`src/dnc_pkg.sv`:
```
// dnc_pkg: shared types and constants of the day number to calendar date block
// depends on nothing; used by the channel interfaces, the pipeline control and the top level
package dnc_pkg;

  // field widths of the channel words
  localparam int unsigned DATA_W   = 31;
  localparam int unsigned YEAR_W   = 23;
  localparam int unsigned CFG_IDX_W = 2;

  // pipeline depth, input register through output register
  localparam int unsigned NSTG = 11;

  // configuration register indexes
  localparam logic [CFG_IDX_W-1:0] CFG_DATE_ALG = 2'd0;
  localparam logic [CFG_IDX_W-1:0] CFG_GRANULAR = 2'd1;

  // result status codes
  localparam logic [1:0] ST_RAW    = 2'd0;
  localparam logic [1:0] ST_DATE   = 2'd1;
  localparam logic [1:0] ST_BADCFG = 2'd2;

  // minute split: x / 1440 as (x >> 5) / 45, reciprocal of 45 scaled by 2^32
  localparam logic [26:0] DIV45_MUL     = 27'd95443718;
  localparam logic [10:0] MIN_PER_DAY   = 11'd1440;
  localparam logic [10:0] MIN_PER_HOUR  = 11'd60;
  // x / 60 for x < 1440, scaled by 2^16
  localparam logic [10:0] DIV60_MUL     = 11'd1093;

  // year estimate (10000 g + 14780) / 3652425, reduced by 5: (2000 g + 2956) / 730485
  localparam logic [41:0] YR_OFS = 42'd2956;
  localparam logic [19:0] YR_DIV = 20'd730485;
  // floor(2^51 / 730485), applied to the numerator shifted down by 10
  localparam logic [31:0] YR_MUL = 32'd3082609244;

  // x / 25 scaled by 2^26, for the century and 400-year terms
  localparam logic [21:0] DIV25_MUL = 22'd2684355;
  localparam logic [31:0] DAYS_PER_YEAR = 32'd365;

  // month index: x / 765 scaled by 2^26 (x is (100 ddd + 52) / 4)
  localparam logic [16:0] MI_MUL = 17'd87725;
  // x / 10 scaled by 2^16
  localparam logic [12:0] DIV10_MUL = 13'd6554;

  // fields that travel along the pipeline with each word
  typedef struct packed {
    logic [DATA_W-1:0] event_tag;
    logic [DATA_W-1:0] period_num;
    logic [DATA_W-1:0] date_id;
    logic [1:0]        status;
    logic              conv;
    logic              gran;
    logic [4:0]        hour;
    logic [5:0]        minute;
  } carry_t;

  // one result word
  typedef struct packed {
    logic [DATA_W-1:0] event_out;
    logic [DATA_W-1:0] period_out;
    logic [DATA_W-1:0] raw_date;
    logic [YEAR_W-1:0] year;
    logic [3:0]        month;
    logic [4:0]        day;
    logic [4:0]        hour;
    logic [5:0]        minute;
    logic [1:0]        status;
  } res_t;

  // per-stage load enables and valid bits
  typedef struct packed {
    logic [NSTG-1:0] en;
    logic [NSTG-1:0] vld;
  } pipe_ctl_t;

endpackage

```
`src/dnc_pipe_ctl.sv`:
```
// dnc_pipe_ctl: valid bits and load enables of the conversion pipeline
// depends on dnc_pkg (NSTG, pipe_ctl_t)
module dnc_pipe_ctl (
  input  logic               clk,
  input  logic               rst_n,
  input  logic               in_valid,
  input  logic               out_ready,
  output dnc_pkg::pipe_ctl_t ctl
);

  logic [dnc_pkg::NSTG-1:0] vld_r, vld_nxt;
  logic [dnc_pkg::NSTG-1:0] en;

  // a stage loads when it is empty or the stage after it loads too
  always_comb begin
    en[dnc_pkg::NSTG-1] = !vld_r[dnc_pkg::NSTG-1] || out_ready;
    for (int k = dnc_pkg::NSTG - 2; k >= 0; k--) begin
      en[k] = !vld_r[k] || en[k+1];
    end
  end

  always_comb begin
    vld_nxt[0] = en[0] ? in_valid : vld_r[0];
    for (int k = 1; k < dnc_pkg::NSTG; k++) begin
      vld_nxt[k] = en[k] ? vld_r[k-1] : vld_r[k];
    end
  end

  always_ff @(posedge clk) begin
    if (!rst_n) begin
      vld_r <= '0;
    end else begin
      vld_r <= vld_nxt;
    end
  end

  assign ctl.en  = en;
  assign ctl.vld = vld_r;

endmodule

```
`config.mk`:
```
export PLATFORM = sky130hd
export DESIGN_NAME = dnc_pipe_ctl
export DESIGN_NICKNAME = d
export VERILOG_FILES = /design/src/dnc_pkg.sv /design/src/dnc_pipe_ctl.sv
export SDC_FILE = /design/constraint.sdc
export NUM_CORES = 1
export LEC_CHECK = 0
export BUFFER_PORTS_ARGS = -buffer_cell sky130_fd_sc_hd__buf_2
export CORE_UTILIZATION = 35
export DETAILED_ROUTE_END_ITERATION = 8
export PLACE_DENSITY = 0.68
export SYNTH_ARGS = -nofsm -noshare
export SYNTH_HDL_FRONTEND = slang
export SYNTH_SLANG_ARGS = --single-unit
```
`constraint.sdc`:
```
create_clock -name clk -period 1 [get_ports clk]
set_input_delay 0.2 -clock clk [delete_from_list [all_inputs] [get_ports clk]]
set_output_delay 0.2 -clock clk [all_outputs]
set_load 0.01 [all_outputs]
```
==> impl_metrics.json <==
{
  "crit_slowest_cell": "dfxtp_2",
  "critPathCaptureType": "primary output",
  "initial_core_util_pct": 39.9,
  "route.vias.total": 531,
  "nets": 104,
  "cts_buffers": 3,
  "max_cap_violations": 0,
  "cp_cell_sequence": "and4b_2 -> inv_4 -> nor2_8 -> nand4_1 -> buf_2",
  "clockRootBuffer": "clkbuf_4",
  "dpl_cell_area_um2": 741,
  "slew_violations": 0,
  "violations": "setup timing",
  "hold_buffers": 0,
  "cts_num_sinks": 11,
  "crit_required_ns": 0.80,
  "max-clock-path-buffers": 2,
  "cp_num_buf_inv": 2,
  "p_leak_nw": 0.437,
  "path_delay_family": "simple AND/OR/NAND/NOR gates",
  "switchingPower_mw": 0.182,
  "synth_seq_cells": 11,
  "die_h_um": 38.8,
  "synthTopCellsByCount": "11 x dfxtp_1, 5 x inv_1, 5 x nand3_1",
  "layout_min_cycle_time_ns": 1.53,
  "cpPeakStageDelay_ns": 0.34,
  "dp_hpwl_um": 842,
  "ys_seq_area_share_pct": 46.6,
  "grt_util_all_layers_pct": 20.5,
  "relSlewSlack_pct": 89.2,
  "dr.pass1.iters": 2,
  "syn_area_per_cell_um2": 9.65,
  "yosysWarnings": 0,
  "fp-row-count": 12,
  "grt_pass1_vias": 523,
  "grt_start_max_net_pins": 9,
  "drive_above_1_share_pct": 73.7,
  "path_class": "reg -> out",
  "hold_path_class": "in -> reg",
  "synthCells": 49,
  "drtIter0Drc": 6,
  "drc": 0,
  "worstMarginPinSlew_ns": 0.162,
  "synth_top_cell_area_share_pct": 46.6,
  "period_share_pct": 153,
  "p_int_mw": 0.633,
  "wl_per_cell_um": 12.0,
  "grt_pass1_wl_um": 2040,
  "rsz0062_at_grt": "yes",
  "dieArea_mm2": 0.00150,
  "hold_viol": 0,
  "max_freq_mhz": 654,
  "io_buffer_count": 25,
  "worstPathArrival_ns": 1.33,
  "area_delta_synth_final_pct": 100,
  "routed_via_density": 4.70,
  "synthTopCellsByArea": "dfxtp_1 47%, nand3_1 5.3%, nor2_8 4.2%",
  "pin_count": 26,
  "peakVddDrop_v": 0.000653,
  "clkLatencyLatePin_ns": 0.27,
  "worst-path-max-fanout": 6,
  "comb_power_share_pct": 7.0,
  "pre_cts_slack_ns": -0.258,
  "synthArstFlopShare_pct": 0,
  "cts.reportedPaths.clkPinSlew_ns": 0.07,
  "antenna-diode-count": 0,
  "synth.most_common_cell": "dfxtp_1",
  "fin_area_um2": 947,
  "syn-num-nets": 53,
  "grt_overflow_total": 0,
  "cts_tree": "yes",
  "setup_tns_ns": -6.24,
  "largestRegisters": "vld_r: 11 flops",
  "largest_register_ffs": 11,
  "ant_nets": 0,
  "fp.coreArea_mm2": 0.00119,
  "synth_cell_types": 23,
  "die_x_um": 38.8,
  "largest_register": "vld_r",
  "skew_ns": 0.00273,
  "drt-total-wl_um": 1350,
  "yosys.area.top_type": "dfxtp_1",
  "p_seq_share_pct": 55.2,
  "htreeDepth": 1,
  "outcome": "finished, violations left",
  "pwr_density_cell_mw_per_mm2": 860,
  "p_clk_share_pct": 37.8,
  "synth_flop_cell": "dfxtp_1",
  "gp_congestion": 0.651,
  "setup_viol": 29,
  "swShare_pct": 22.4,
  "antenna_found_initial": 0,
  "netlist_area_um2": 473,
  "layout_setup_ws_ns": -0.528,
  "cp-start-kind": "register",
  "synth-edff-count": 0
}
[timing repair]
action,CTS,global route
pin swaps,2,3
setup buffers,3,6
gates resized for setup,27,10
setup endpoints to repair,29,31
gates cloned,0,0
[cell type report]
type	count	area [um^2]
clock buffer	4	26.3
fill	76	239
inverter	7	31.3
multi-input combinational	30	238
sequential	11	234
tap	14	17.5
timing repair buffer	47	400
[routing by layer]
metal / track usage, % / part of all wire (%)
met5: 0 / 0
met1: 21.3 / 39
met4: 12.9 / 1.0
met2: 35.8 / 57
met3: 5.20 / 3.1
[stage by stage]
step                hold WS (ns)  instances  utilization, %  total power, mW
global route               0.174        113            79.9            0.855
finish                     0.158        113            79.9            0.815
global placement           0.426        103            62.4            0.504
detailed placement         0.427        103            62.4            0.504
floorplan                  0.326         49               -            0.478
CTS                        0.142        110            75.7            0.827
[worst reg2reg max path: cells and delay by family (launching register included)]
family	cells	cell delay, ns
buffers and inverters	3	0.35
flip-flops	1	0.32
AND/OR/NAND/NOR	2	0.31
AO/OA/AOI/OAI	1	0.21
[power by group through the flow]
stage                     registers, mW  logic (mW)  clock network [mW]
after floorplan                   0.463      0.0156                   0
after global placement            0.458      0.0465                   0
after detailed placement          0.458      0.0464                   0
after CTS                         0.449      0.0549               0.323
after global routing              0.451      0.0626               0.342
final                             0.450      0.0569               0.308
[worst paths after layout]
path                          startpoint                      to  slack [ns]  cells past startpoint
setup reg to reg   vld_r[8]$_SDFFE_PN0P_   vld_r[0]$_SDFFE_PN0P_       -0.30                      6
setup / recovery   vld_r[9]$_SDFFE_PN0P_                 ctl[13]       -0.53                      5
hold / removal                  in_valid   vld_r[0]$_SDFFE_PN0P_        0.16                      2
hold reg to reg   vld_r[10]$_SDFFE_PN0P_  vld_r[10]$_SDFFE_PN0P_        0.54                      2
[layout by cell type, fill, tap and decap left out]
cell type / Yosys / layout
a32o_1: 1 / 1
a21boi_0: 1 / 1
a21boi_1: 2 / 2
buf_4: 0 / 11
inv_2: 0 / 1
dfxtp_2: 0 / 11
a21boi_2: 1 / 1
clkbuf_4: 0 / 3
and2_1: 1 / 1
buf_2: 0 / 14
o21a_1: 2 / 2
inv_1: 5 / 4
nand2_1: 4 / 4
nor3_4: 0 / 1
o21ai_2: 2 / 2
a31o_1: 1 / 1
and4b_2: 1 / 1
nand4_1: 2 / 2
nor2b_1: 1 / 1
buf_6: 0 / 22
a21oi_2: 0 / 1
nand3_2: 0 / 2
or2_1: 1 / 1
nor2_8: 1 / 1
inv_4: 2 / 2
nand2b_1: 1 / 1
and4_1: 1 / 1
nand3_1: 5 / 3
clkbuf_1: 1 / 1
[cell families after synthesis]
logic type / Yosys count / synth area share [%]
AND/OR/NAND/NOR: 19 / 27.0
flip-flops: 11 / 46.6
buffers and inverters: 8 / 7.41
AO/OA/AOI/OAI: 11 / 19.0
Power figures use the tool's default switching activity.
